$ cat src/smfr_pkg.sv
// Package for the SPI master register block: register map, sizes and queue pointer helpers.
package smfr_pkg;

    // Receive queue depth and number of implemented chip select lines.
    localparam int RX_DEPTH = 8;
    localparam int CS_LINES = 4;

    // Queue pointers count modulo twice the depth so that full and empty differ.
    localparam int RX_PTR_W = $clog2(2 * RX_DEPTH);
    localparam int RX_IDX_W = $clog2(RX_DEPTH);

    localparam logic [RX_PTR_W-1:0] RX_PTR_LAST  = RX_PTR_W'(2 * RX_DEPTH - 1);
    localparam logic [RX_PTR_W-1:0] RX_DEPTH_PTR = RX_PTR_W'(RX_DEPTH);
    localparam logic [RX_PTR_W:0]   RX_PTR_SPAN  = (RX_PTR_W + 1)'(2 * RX_DEPTH);

    // Access kinds.
    localparam logic FUNC_READ  = 1'b0;
    localparam logic FUNC_WRITE = 1'b1;

    // Chip select modes.
    localparam logic [1:0] CS_AUTO = 2'd0;
    localparam logic [1:0] CS_HOLD = 2'd2;
    localparam logic [1:0] CS_OFF  = 2'd3;

    // Register byte offsets.
    typedef enum logic [11:0] {
        REG_SCKDIV  = 12'h000,
        REG_SCKMODE = 12'h004,
        REG_CSID    = 12'h010,
        REG_CSDEF   = 12'h014,
        REG_CSMODE  = 12'h018,
        REG_DELAY_A = 12'h028,
        REG_DELAY_B = 12'h02C,
        REG_FMT     = 12'h040,
        REG_TXDATA  = 12'h048,
        REG_RXDATA  = 12'h04C,
        REG_TXMARK  = 12'h050,
        REG_RXMARK  = 12'h054,
        REG_FCTRL   = 12'h060,
        REG_FFMT    = 12'h064,
        REG_IE      = 12'h070,
        REG_IP      = 12'h074
    } reg_offset_t;

    // Frame format bit that suppresses the receive side.
    localparam int FMT_TXONLY_BIT = 3;

    // Answer byte taken when the chip select is off.
    localparam logic [7:0] OFF_ANSWER = 8'hFF;

    // Read value of RXDATA when the queue is empty.
    localparam logic [31:0] RX_EMPTY_FLAG = 32'h8000_0000;

    // Advance a queue pointer with wrap at twice the depth.
    function automatic logic [RX_PTR_W-1:0] rx_ptr_inc(input logic [RX_PTR_W-1:0] p);
        return (p == RX_PTR_LAST) ? '0 : RX_PTR_W'(p + 1'b1);
    endfunction

    // Storage index selected by a queue pointer.
    function automatic logic [RX_IDX_W-1:0] rx_ptr_index(input logic [RX_PTR_W-1:0] p);
        return (p >= RX_DEPTH_PTR) ? RX_IDX_W'(p - RX_DEPTH_PTR) : RX_IDX_W'(p);
    endfunction

    // Number of bytes held in the queue.
    function automatic logic [RX_PTR_W-1:0] rx_fill(input logic [RX_PTR_W-1:0] wr,
                                                    input logic [RX_PTR_W-1:0] rd);
        return (wr >= rd) ? RX_PTR_W'(wr - rd)
                          : RX_PTR_W'({1'b0, wr} + RX_PTR_SPAN - {1'b0, rd});
    endfunction

    // Pending bits: transmit watermark nonzero, queue fill above receive watermark.
    function automatic logic [1:0] pending_bits(input logic [2:0]          tx_mark,
                                                input logic [2:0]          rx_mark,
                                                input logic [RX_PTR_W-1:0] fill);
        return {(RX_PTR_W + 3)'(fill) > (RX_PTR_W + 3)'(rx_mark), tx_mark != 3'd0};
    endfunction

endpackage

$ cat src/spi_master_fifo_registers.sv
// Top level of the SPI master register block in FIFO mode.
//
// Each request on the s_ channel is one 32-bit register access: s_func picks
// read or write, s_offset the byte offset, s_write_data the value, and
// s_slave_byte the byte the slave returns during a TXDATA frame. Every
// request yields exactly one result on the m_ channel: read data, chip
// select release and select events, the frame sent to the slave, and the
// interrupt level after the access.
// A request is captured in an input register, decoded and applied to the
// register file and receive queue in one pass, and its result lands in an
// output register, which drives m_valid.
// Throughput is one request per cycle while the receiver takes each result;
// the single decode pass between the two registers sets that figure.
// If the receiver stalls, the result stays in the output register while
// one more request waits in the input register; s_ready then drops until
// m_ready returns. A synchronous low on aresetn empties both registers and
// the receive queue, releases any held select and loads the register reset
// values; queue storage itself is not cleared.
module spi_master_fifo_registers
    import smfr_pkg::*;
(
    input  logic        aclk,
    input  logic        aresetn,

    input  logic        s_valid,
    output logic        s_ready,
    input  logic        s_func,
    input  logic [11:0] s_offset,
    input  logic [31:0] s_write_data,
    input  logic [7:0]  s_slave_byte,

    output logic        m_valid,
    input  logic        m_ready,
    output logic [31:0] m_read_data,
    output logic        m_release_valid,
    output logic [4:0]  m_released_cs,
    output logic        m_select_valid,
    output logic        m_frame_valid,
    output logic [4:0]  m_frame_cs,
    output logic [7:0]  m_mosi_byte,
    output logic        m_frame_pulsed,
    output logic        m_irq_out
);

    // Input register.
    logic        in_valid_reg;
    logic        in_func_reg;
    logic [11:0] in_offset_reg;
    logic [31:0] in_data_reg;
    logic [7:0]  in_slave_reg;

    // Output register.
    logic        out_valid_reg;
    logic [31:0] out_read_data_reg;
    logic        out_release_valid_reg;
    logic [4:0]  out_released_cs_reg;
    logic        out_select_valid_reg;
    logic        out_frame_valid_reg;
    logic [4:0]  out_frame_cs_reg;
    logic [7:0]  out_mosi_byte_reg;
    logic        out_frame_pulsed_reg;
    logic        out_irq_reg;

    // Register file.
    logic [11:0]         sckdiv_reg,  sckdiv_next;
    logic [1:0]          sckmode_reg, sckmode_next;
    logic [4:0]          csid_reg,    csid_next;
    logic [CS_LINES-1:0] csdef_reg,   csdef_next;
    logic [1:0]          csmode_reg,  csmode_next;
    logic [31:0]         delay_a_reg, delay_a_next;
    logic [31:0]         delay_b_reg, delay_b_next;
    logic [31:0]         fmt_reg,     fmt_next;
    logic [2:0]          txmark_reg,  txmark_next;
    logic [2:0]          rxmark_reg,  rxmark_next;
    logic                fctrl_reg,   fctrl_next;
    logic [31:0]         ffmt_reg,    ffmt_next;
    logic [1:0]          ie_reg,      ie_next;

    // Receive queue and select hold state.
    logic [7:0]          rx_store_reg [RX_DEPTH];
    logic [RX_PTR_W-1:0] rx_wr_reg, rx_wr_next;
    logic [RX_PTR_W-1:0] rx_rd_reg, rx_rd_next;
    logic                held_valid_reg, held_valid_next;
    logic [4:0]          held_cs_reg,    held_cs_next;
    logic                irq_reg,        irq_next;

    // Per-request results and queue write controls.
    logic                advance;
    logic [31:0]         read_data;
    logic                release_valid;
    logic [4:0]          released_cs;
    logic                select_valid;
    logic                frame_valid;
    logic [4:0]          frame_cs;
    logic [7:0]          mosi_byte;
    logic                frame_pulsed;
    logic                refresh;
    logic                rx_push;
    logic [7:0]          rx_answer;
    logic [RX_PTR_W-1:0] rx_level;

    // Handshake: the pass runs when the output register is free or being drained.
    assign advance = in_valid_reg && (!out_valid_reg || m_ready);
    assign s_ready = !in_valid_reg || advance;
    assign rx_level = rx_fill(rx_wr_reg, rx_rd_reg);

    // Decode the request and compute the next state and the result.
    always_comb begin
        sckdiv_next     = sckdiv_reg;
        sckmode_next    = sckmode_reg;
        csid_next       = csid_reg;
        csdef_next      = csdef_reg;
        csmode_next     = csmode_reg;
        delay_a_next    = delay_a_reg;
        delay_b_next    = delay_b_reg;
        fmt_next        = fmt_reg;
        txmark_next     = txmark_reg;
        rxmark_next     = rxmark_reg;
        fctrl_next      = fctrl_reg;
        ffmt_next       = ffmt_reg;
        ie_next         = ie_reg;
        rx_wr_next      = rx_wr_reg;
        rx_rd_next      = rx_rd_reg;
        held_valid_next = held_valid_reg;
        held_cs_next    = held_cs_reg;
        read_data       = '0;
        release_valid   = 1'b0;
        released_cs     = '0;
        select_valid    = 1'b0;
        frame_valid     = 1'b0;
        frame_cs        = '0;
        mosi_byte       = '0;
        frame_pulsed    = 1'b0;
        refresh         = 1'b0;
        rx_push         = 1'b0;
        rx_answer       = OFF_ANSWER;

        if (in_func_reg == FUNC_WRITE) begin
            unique case (in_offset_reg)
                REG_SCKDIV:  sckdiv_next  = in_data_reg[11:0];
                REG_SCKMODE: sckmode_next = in_data_reg[1:0];
                REG_CSID: begin
                    if (held_valid_reg && held_cs_reg != in_data_reg[4:0]) begin
                        release_valid   = 1'b1;
                        released_cs     = held_cs_reg;
                        held_valid_next = 1'b0;
                    end
                    csid_next = in_data_reg[4:0];
                end
                REG_CSDEF:   csdef_next   = in_data_reg[CS_LINES-1:0];
                REG_CSMODE: begin
                    if (in_data_reg[1:0] != CS_HOLD && held_valid_reg) begin
                        release_valid   = 1'b1;
                        released_cs     = held_cs_reg;
                        held_valid_next = 1'b0;
                    end
                    csmode_next = in_data_reg[1:0];
                end
                REG_DELAY_A: delay_a_next = in_data_reg;
                REG_DELAY_B: delay_b_next = in_data_reg;
                REG_FMT:     fmt_next     = in_data_reg;
                REG_TXDATA: begin
                    // One byte frame; the select action depends on the mode.
                    if (csmode_reg == CS_OFF) begin
                        if (held_valid_reg) begin
                            release_valid   = 1'b1;
                            released_cs     = held_cs_reg;
                            held_valid_next = 1'b0;
                        end
                        rx_answer = OFF_ANSWER;
                    end else begin
                        if (csmode_reg == CS_HOLD) begin
                            if (!held_valid_reg || held_cs_reg != csid_reg) begin
                                if (held_valid_reg) begin
                                    release_valid = 1'b1;
                                    released_cs   = held_cs_reg;
                                end
                                held_valid_next = 1'b1;
                                held_cs_next    = csid_reg;
                                select_valid    = 1'b1;
                            end
                        end else begin
                            if (held_valid_reg) begin
                                release_valid   = 1'b1;
                                released_cs     = held_cs_reg;
                                held_valid_next = 1'b0;
                            end
                            frame_pulsed = 1'b1;
                        end
                        frame_valid = 1'b1;
                        frame_cs    = csid_reg;
                        mosi_byte   = in_data_reg[7:0];
                        rx_answer   = in_slave_reg;
                    end
                    // Queue the answer unless transmit only or the queue is full.
                    if (!fmt_reg[FMT_TXONLY_BIT] && rx_level < RX_DEPTH_PTR) begin
                        rx_push    = 1'b1;
                        rx_wr_next = rx_ptr_inc(rx_wr_reg);
                    end
                    refresh = 1'b1;
                end
                REG_TXMARK: begin
                    txmark_next = in_data_reg[2:0];
                    refresh     = 1'b1;
                end
                REG_RXMARK: begin
                    rxmark_next = in_data_reg[2:0];
                    refresh     = 1'b1;
                end
                REG_FCTRL:   fctrl_next = in_data_reg[0];
                REG_FFMT:    ffmt_next  = in_data_reg;
                REG_IE: begin
                    ie_next = in_data_reg[1:0];
                    refresh = 1'b1;
                end
                default: ;
            endcase
        end else begin
            unique case (in_offset_reg)
                REG_SCKDIV:  read_data = 32'(sckdiv_reg);
                REG_SCKMODE: read_data = 32'(sckmode_reg);
                REG_CSID:    read_data = 32'(csid_reg);
                REG_CSDEF:   read_data = 32'(csdef_reg);
                REG_CSMODE:  read_data = 32'(csmode_reg);
                REG_DELAY_A: read_data = delay_a_reg;
                REG_DELAY_B: read_data = delay_b_reg;
                REG_FMT:     read_data = fmt_reg;
                REG_RXDATA: begin
                    // Pop one byte, or flag an empty queue.
                    if (rx_level == '0) begin
                        read_data = RX_EMPTY_FLAG;
                    end else begin
                        read_data  = 32'(rx_store_reg[rx_ptr_index(rx_rd_reg)]);
                        rx_rd_next = rx_ptr_inc(rx_rd_reg);
                    end
                    refresh = 1'b1;
                end
                REG_TXMARK:  read_data = 32'(txmark_reg);
                REG_RXMARK:  read_data = 32'(rxmark_reg);
                REG_FCTRL:   read_data = 32'(fctrl_reg);
                REG_FFMT:    read_data = ffmt_reg;
                REG_IE:      read_data = 32'(ie_reg);
                REG_IP:      read_data = 32'(pending_bits(txmark_reg, rxmark_reg, rx_level));
                default: ;
            endcase
        end
    end

    // Interrupt level is recomputed from the post-access state when the access calls for it.
    always_comb begin
        if (refresh) begin
            irq_next = (pending_bits(txmark_next, rxmark_next, rx_fill(rx_wr_next, rx_rd_next))
                        & ie_next) != 2'b00;
        end else begin
            irq_next = irq_reg;
        end
    end

    // Input register.
    always_ff @(posedge aclk) begin
        if (!aresetn) begin
            in_valid_reg <= 1'b0;
        end else if (s_ready) begin
            in_valid_reg <= s_valid;
        end
        if (s_valid && s_ready) begin
            in_func_reg   <= s_func;
            in_offset_reg <= s_offset;
            in_data_reg   <= s_write_data;
            in_slave_reg  <= s_slave_byte;
        end
    end

    // Register file, queue pointers, hold state and interrupt level.
    always_ff @(posedge aclk) begin
        if (!aresetn) begin
            sckdiv_reg     <= '0;
            sckmode_reg    <= '0;
            csid_reg       <= '0;
            csdef_reg      <= '1;
            csmode_reg     <= CS_AUTO;
            delay_a_reg    <= '0;
            delay_b_reg    <= '0;
            fmt_reg        <= '0;
            txmark_reg     <= 3'd1;
            rxmark_reg     <= '0;
            fctrl_reg      <= 1'b0;
            ffmt_reg       <= '0;
            ie_reg         <= '0;
            rx_wr_reg      <= '0;
            rx_rd_reg      <= '0;
            held_valid_reg <= 1'b0;
            held_cs_reg    <= '0;
            irq_reg        <= 1'b0;
        end else if (advance) begin
            sckdiv_reg     <= sckdiv_next;
            sckmode_reg    <= sckmode_next;
            csid_reg       <= csid_next;
            csdef_reg      <= csdef_next;
            csmode_reg     <= csmode_next;
            delay_a_reg    <= delay_a_next;
            delay_b_reg    <= delay_b_next;
            fmt_reg        <= fmt_next;
            txmark_reg     <= txmark_next;
            rxmark_reg     <= rxmark_next;
            fctrl_reg      <= fctrl_next;
            ffmt_reg       <= ffmt_next;
            ie_reg         <= ie_next;
            rx_wr_reg      <= rx_wr_next;
            rx_rd_reg      <= rx_rd_next;
            held_valid_reg <= held_valid_next;
            held_cs_reg    <= held_cs_next;
            irq_reg        <= irq_next;
        end
    end

    // Receive queue storage.
    always_ff @(posedge aclk) begin
        if (advance && rx_push) begin
            rx_store_reg[rx_ptr_index(rx_wr_reg)] <= rx_answer;
        end
    end

    // Output register.
    always_ff @(posedge aclk) begin
        if (!aresetn) begin
            out_valid_reg <= 1'b0;
        end else if (!out_valid_reg || m_ready) begin
            out_valid_reg <= in_valid_reg;
        end
        if (advance) begin
            out_read_data_reg     <= read_data;
            out_release_valid_reg <= release_valid;
            out_released_cs_reg   <= released_cs;
            out_select_valid_reg  <= select_valid;
            out_frame_valid_reg   <= frame_valid;
            out_frame_cs_reg      <= frame_cs;
            out_mosi_byte_reg     <= mosi_byte;
            out_frame_pulsed_reg  <= frame_pulsed;
            out_irq_reg           <= irq_next;
        end
    end

    assign m_valid         = out_valid_reg;
    assign m_read_data     = out_read_data_reg;
    assign m_release_valid = out_release_valid_reg;
    assign m_released_cs   = out_released_cs_reg;
    assign m_select_valid  = out_select_valid_reg;
    assign m_frame_valid   = out_frame_valid_reg;
    assign m_frame_cs      = out_frame_cs_reg;
    assign m_mosi_byte     = out_mosi_byte_reg;
    assign m_frame_pulsed  = out_frame_pulsed_reg;
    assign m_irq_out       = out_irq_reg;

endmodule
$ cat config.mk
export PLATFORM = sky130hd
export DESIGN_NAME = spi_master_fifo_registers
export DESIGN_NICKNAME = d
export VERILOG_FILES = /design/src/smfr_pkg.sv /design/src/spi_master_fifo_registers.sv
export SDC_FILE = /design/constraint.sdc
export NUM_CORES = 1
export LEC_CHECK = 0
export ABC_AREA = 1
export BUFFER_PORTS_ARGS = -buffer_cell sky130_fd_sc_hd__buf_2
export CORE_MARGIN = 5
export CORE_UTILIZATION = 40
export CTS_BUF_LIST = sky130_fd_sc_hd__clkbuf_16
export CTS_CLUSTER_DIAMETER = 80
export DETAILED_ROUTE_END_ITERATION = 8
export PLACE_DENSITY = 0.66
export REMOVE_ABC_BUFFERS = 1
export SETUP_SLACK_MARGIN = 0.2
export SLEW_MARGIN = 30
export SYNTH_ARGS = -nofsm -noshare
export SYNTH_HDL_FRONTEND = slang
export SYNTH_SLANG_ARGS = --single-unit
$ cat constraint.sdc
create_clock -name aclk -period 3.8 [get_ports aclk]
set_clock_uncertainty 0.15 [all_clocks]
set_input_delay 0.19 -clock aclk [delete_from_list [all_inputs] [get_ports aclk]]
set_output_delay 0.19 -clock aclk [all_outputs]
set_load 0.02 [all_outputs]
==> run metrics, run 1 <==
pre-CTS WS=0.01516 ns; CP arrival=3.63 ns; Layout area overhead=21.50%; CP endpoint kind=flop; Max Clock Freq=286.5 MHz; Synth area leaders=edfxtp_1 35%, dfxtp_1 25%, a21oi_1 6.7%, inv_1 5.5%, o21ai_0 5.3%; Worst Path Max Fanout=4; Worst R2R Setup Slack=0.31 ns; Rows=70; status=finished, final reports clean; TritonRoute pass-1 iters=5; Pleak=6.464 nW; critical path data required time=3.94 ns; Metal-1 WL=17.34 mm; Max Cap Viol=0; antenna-violating nets left=0; metal2 WL=18.60 mm; Vias per Instance=5.237; IO Pins=114; worst-skew pair later-pin latency=0.55 ns; Root Buffer=clkbuf_16; placed instance count=2,094; Initial Util=40.42%; gr usage total=18.70%; Layout Nets=1,802; initial DRC count=848; Final Wtd Congestion=0.9188; worst reg2reg path endpoint=m_irq_out; Largest register FFs=64; crit-path cells=ha_4, fa_2, nand2_2, nor2_2, nand3_2, nand2_4, inv_4, o21ai_4, ha_2, inv_2, ha_4, a21oi_4, xnor2_2, ha_1, o21a_1, o21ai_2, nand3_1, nand2_1, nand2_1, nand2_2, inv_1; reg2reg start=rx_rd_reg[0]; WL per Instance=17.77 um; slowest stage delay, CP=0.54 ns; Yosys cell types=51; final wirelength=39.64 mm; largest net degree at the start of global routing=65; Syn Area/Cell=9.511 um^2; Setup crit end=m_irq_out; met3 WL=2.734 mm; die height=202.1 um; worst slew pin tran=0.9487 ns; WP buf/inv=3; cell count of the worst reg-to-reg path=21; DR DRC count=0; GR Overflow Total=0; crit path max-delay cell type=fa_2; startpoint types=flop; core region area=0.03652 mm^2; Crit path depth=21; clock sinks=354; delay-heaviest family, CP=adder cells; critical path class=reg -> reg; final setup vio count=0; unrepaired setup endpoints after global routing=yes; # port buffers=113; min cycle time layout=3.491 ns; first-pass GRT wire length=61.82 mm; PnR worst setup slack=0.3093 ns; layout cells sized above 1=17.04%; area leader, netlist=edfxtp_1; vias in the first global route=11.26k; crit path from=rx_rd_reg[0]; synth warn=0; Seq/Total Area, Yosys=59.67%; Highest Signal Layer=met4; Max Slew Vio Count=0; clk slew on worst S/H paths=0.06 ns; CTS Buf Count=39; PwrDens=462.5 mW/mm^2; Hold Path Depth=2; Max IR drop VDD=0.2913 mV; CTS tree=done; Die Wd=202.1 um; Final period util=91.86%; Slew headroom=36.66%; antenna violations before repair=0; Netlist Area Pre-Place=0.01476 mm^2; setup_tns=0 ns; vias=11.68k; Hold Crit Class=in -> reg; final count of hold timing violations=0; post-synthesis register bit count=354; DPL Wire Length=25.91 mm; CTS max path bufs=3; Synth top area share=34.99%; CTS H-tree lvls=2; Die ar.=0.04085 mm^2; Post-Syn Instances=1,552; post-route insts no fill=2,230
[what timing repair did]
item | in CTS | in global routing
buffers inserted | 2 | 3
hold buffers | 58 | 0
pin swaps | 13 | 18
gates resized for setup | 20 | 19
endpoints found under the hold margin | 66 | 0
endpoints found under the setup margin | 2 | 2
[cell usage in the layout, fill, tap and decap left out, types with 5 or more instances in the layout]
cell type / synthesis / layout
clkinv_1: 0 / 6
ha_1: 14 / 8
buf_4: 0 / 47
or2_2: 8 / 8
clkinv_2: 0 / 5
edfxtp_1: 172 / 172
buf_2: 9 / 113
o21ai_0: 156 / 153
o22ai_1: 42 / 42
a221oi_1: 25 / 25
nand3_2: 5 / 5
dlygate4sd3_1: 0 / 58
nor2_1: 70 / 68
nand2_2: 9 / 12
dfxtp_1: 182 / 178
o221ai_1: 5 / 5
nand2_1: 196 / 192
nand3_1: 56 / 56
a32o_1: 12 / 12
clkbuf_16: 0 / 41
nor3_1: 12 / 12
nor2_4: 7 / 7
nor2_2: 5 / 7
a31oi_1: 6 / 6
a21oi_1: 198 / 196
a211oi_1: 5 / 5
o211ai_1: 12 / 12
inv_1: 217 / 224
inv_2: 11 / 16
[report_power, final]
group,leakage (nW),switching [mW],internal (mW)
registers,2.87,0.0540,4.06
clock network,0.651,1.52,2.10
logic,2.94,0.340,0.223
[per-layer routing]
layer | GRT usage (%) | vias up
met4 | 5.310 | 0
li1 | - | 5710
met1 | 25.90 | 5529
met3 | 3.626 | 77
met2 | 30.14 | 362
met5 | 0 | -
[synth_stat cells (all sizes together)]
| cell type | number |
|---|---|
| a2111oi | 3 |
| a211oi | 6 |
| a21oi | 199 |
| a221oi | 25 |
| a311oi | 3 |
| a31oi | 6 |
| a32o | 12 |
| a32oi | 4 |
| a41oi | 1 |
| and2 | 2 |
| and3 | 1 |
| buf | 13 |
| clkbuf | 70 |
| dfxtp | 182 |
| edfxtp | 172 |
| fa | 1 |
| ha | 14 |
| inv | 228 |
| nand2 | 207 |
| nand3 | 62 |
| nand3b | 1 |
| nand4 | 4 |
| nor2 | 84 |
| nor3 | 13 |
| nor4 | 3 |
| o2111ai | 1 |
| o211ai | 12 |
| o21a | 2 |
| o21ai | 157 |
| o221ai | 5 |
| o22ai | 42 |
| o311ai | 1 |
| o31ai | 1 |
| or2 | 8 |
| xnor2 | 5 |
| xor2 | 2 |
[how the worst min path moves through the flow]
stage,start,endpoint,slack [ns]
6_report,s_slave_byte[5],in_slave_reg[5],0.21
3_3_place_gp,s_write_data[28],in_data_reg[28],0.22
3_5_place_dp,s_write_data[30],in_data_reg[30],0.22
2_1_floorplan,aresetn,csdef_reg[0],0.14
4_1_cts,s_write_data[11],in_data_reg[11],0.19
5_1_grt,s_slave_byte[5],in_slave_reg[5],0.20
[kinds of logic after synthesis]
kind of cell / Yosys count / synth area share [%]
flops: 354 / 59.67
simple gates: 385 / 11.96
xor+xnor: 7 / 0.4153
fa+ha+maj: 15 / 1.322
compound gates: 480 / 18.60
buf+inv: 311 / 8.035
[final cells by class]
| class | instances | area [um^2] |
|---|---|---|
| antenna | 1 | 2.502 |
| tap | 468 | 585.6 |
| fill | 3344 | 18590 |
| timing repair buffer | 220 | 1530 |
| sequential | 354 | 8813 |
| multi-input combinational | 887 | 4913 |
| clock buffer | 41 | 1026 |
| clock inverter | 31 | 206.4 |
| inverter | 228 | 858.3 |
[per-stage QoR]
stage / total power [mW] / util, % / instance area (um^2) / hold slack, ns
2_1_floorplan: 4.470 / - / 14430 / 0.1386
3_3_place_gp: 4.654 / 43.62 / 15930 / 0.2172
3_5_place_dp: 4.666 / 43.62 / 15930 / 0.2181
4_1_cts: 8.336 / 48.80 / 17820 / 0.1854
5_1_grt: 8.593 / 49.10 / 17930 / 0.2045
6_report: 8.295 / 49.11 / 17940 / 0.2053
(Power assumes the default switching activity.)
==> run 2: changes to the inputs <==
- CELL_PAD_IN_SITES_DETAIL_PLACEMENT: not set -> 0
- CELL_PAD_IN_SITES_GLOBAL_PLACEMENT: not set -> 1
- CORE_MARGIN: 5 -> 2
- PLACE_DENSITY: 0.66 -> 0.79
==> run metrics, run 2 (synthesis gave the netlist of run 1 again) <==
status=finished, final reports clean; footprint of the multi-input gates=0.004936 mm^2; final wirelength=40.45 mm; Max IR drop VDD=0.3163 mV; Max Clock Freq=287.6 MHz; Initial Util=40.52%; clock sinks=354; clk slew on worst S/H paths=0.06 ns; Die Wd=196.1 um; CTS H-tree lvls=2; WHS Endpoint=in_data_reg[16]; met3 WL=2.042 mm; Filler cells=3,413; Hold Worst Slack=0.1854 ns; critical path data required time=3.96 ns; startpoint types=flop; min cycle time layout=3.477 ns; Highest Signal Layer=met4; hold path startpoint=s_write_data[16]; Slew headroom=46.92%; worst slew pin tran=0.7952 ns; core region area=0.03643 mm^2; worst reg2reg path endpoint=m_irq_out; CP arrival=3.64 ns; metal2 WL=19.15 mm; Max Slew Vio Count=0; die height=196.1 um; # port buffers=113; Largest register FFs=64; critical path class=reg -> reg; first-pass GRT wire length=62.17 mm; CTS max path bufs=3; largest net degree at the start of global routing=51; Die ar.=0.03846 mm^2; IO Pins=114; antenna-violating nets left=0; Final period util=91.50%; cell count of the worst reg-to-reg path=22; DPL Wire Length=26.23 mm; antenna violations before repair=1; commonest non-fill, non-tap cell in the layout=inv_1; Hold Crit Class=in -> reg; Max Cap Viol=0; gr usage total=21.02%; DR DRC count=0; final count of hold timing violations=0; Final Wtd Congestion=0.8545; CP endpoint kind=flop; Pleak=6.455 nW; vias in the first global route=11.13k; CTS tree=done; final setup vio count=0; final instance area=0.01792 mm^2; FF+latch area=0.008813 mm^2; layout cells sized above 1=17.53%; CTS Buf Count=39; Ant. Diodes=0; TritonRoute pass-1 iters=7; Post-DP Area=0.01600 mm^2; Worst Path Max Fanout=4; vias=11.60k; Vias per Instance=5.198; Layout area overhead=21.41%; setup_tns=0 ns; Hold Path Depth=2; initial DRC count=870; unrepaired setup endpoints after global routing=yes; Metal-1 WL=17.87 mm; total power draw=8.158 mW; most frequent cells in the layout=224 x inv_1, 196 x a21oi_1, 187 x nand2_1; PwrDens=455.2 mW/mm^2; Worst R2R Setup Slack=0.32 ns; WL per Instance=18.13 um; reg2reg start=rx_rd_reg[0]; worst-skew pair later-pin latency=0.56 ns; Rows=70; Layout Nets=1,806; Root Buffer=clkbuf_16; GR Overflow Total=0
## run 2: stage by stage
stage / setup slack [ns] / std cells / util [%]
global placement: 0.09028 / 2103 / 43.91
floorplan: -0.3887 / 1469 / -
global route: 0.1395 / 2231 / 49.19
finish: 0.3228 / 2231 / 49.19
CTS: 0.2003 / 2230 / 48.74
detailed placement: 0.07292 / 2103 / 43.92
## run 2: per-layer routing
metal	global-route usage, %	vias to the layer above
li1	-	5711
met4	7.828	0
met5	0	-
met3	3.799	81
met2	34.81	313
met1	27.56	5492
## run 2: critical path, cell delays in order, from the launching register on
cell     delay [ns]
dfxtp_1        0.36
ha_4           0.19
fa_2           0.54
nand2_2        0.08
nor2_4         0.13
nand3_4        0.10
nand2_4        0.08
buf_6          0.11
nand2_4        0.05
nand2_4        0.07
nand2_2        0.05
and2_4         0.16
ha_4           0.15
a21oi_2        0.10
xnor2_1        0.13
ha_1           0.26
o21a_1         0.10
o21ai_1        0.11
nand3_1        0.09
nand2_1        0.06
nand2_1        0.06
nand2_2        0.08
inv_2          0.03
## run 2: how the worst max path moves through the flow
stage	cells after the start	slack, ns	endpoint	startpoint
2_1_floorplan	5	-0.39	delay_b_reg[0]	in_func_reg
3_3_place_gp	23	0.09	m_irq_out	rx_wr_reg[0]
3_5_place_dp	23	0.07	m_irq_out	rx_wr_reg[0]
4_1_cts	23	0.20	m_irq_out	rx_wr_reg[0]
5_1_grt	22	0.14	m_irq_out	rx_rd_reg[0]
6_report	22	0.32	m_irq_out	rx_rd_reg[0]
## run 2: cell type report
class	count	area share, %
sequential	354	49.18
multi-input combinational	887	27.54
timing repair buffer	224	8.678
clock buffer	41	5.725
inverter	228	4.796
tap	468	3.267
clock inverter	29	0.8168
## run 2: power breakdown
group / switching, mW / internal (mW)
Sequential: 0.0588 / 4.06
Clock: 1.53 / 1.95
Combinational: 0.340 / 0.215
## run 2: timing repair
item                       4_1_cts  5_1_grt
hold buffers                    56        0
gates resized for setup         13       31
hold endpoints to repair        78        0
setup buffers                    1        1
setup endpoints to repair        2        2
pin swaps                       10       17
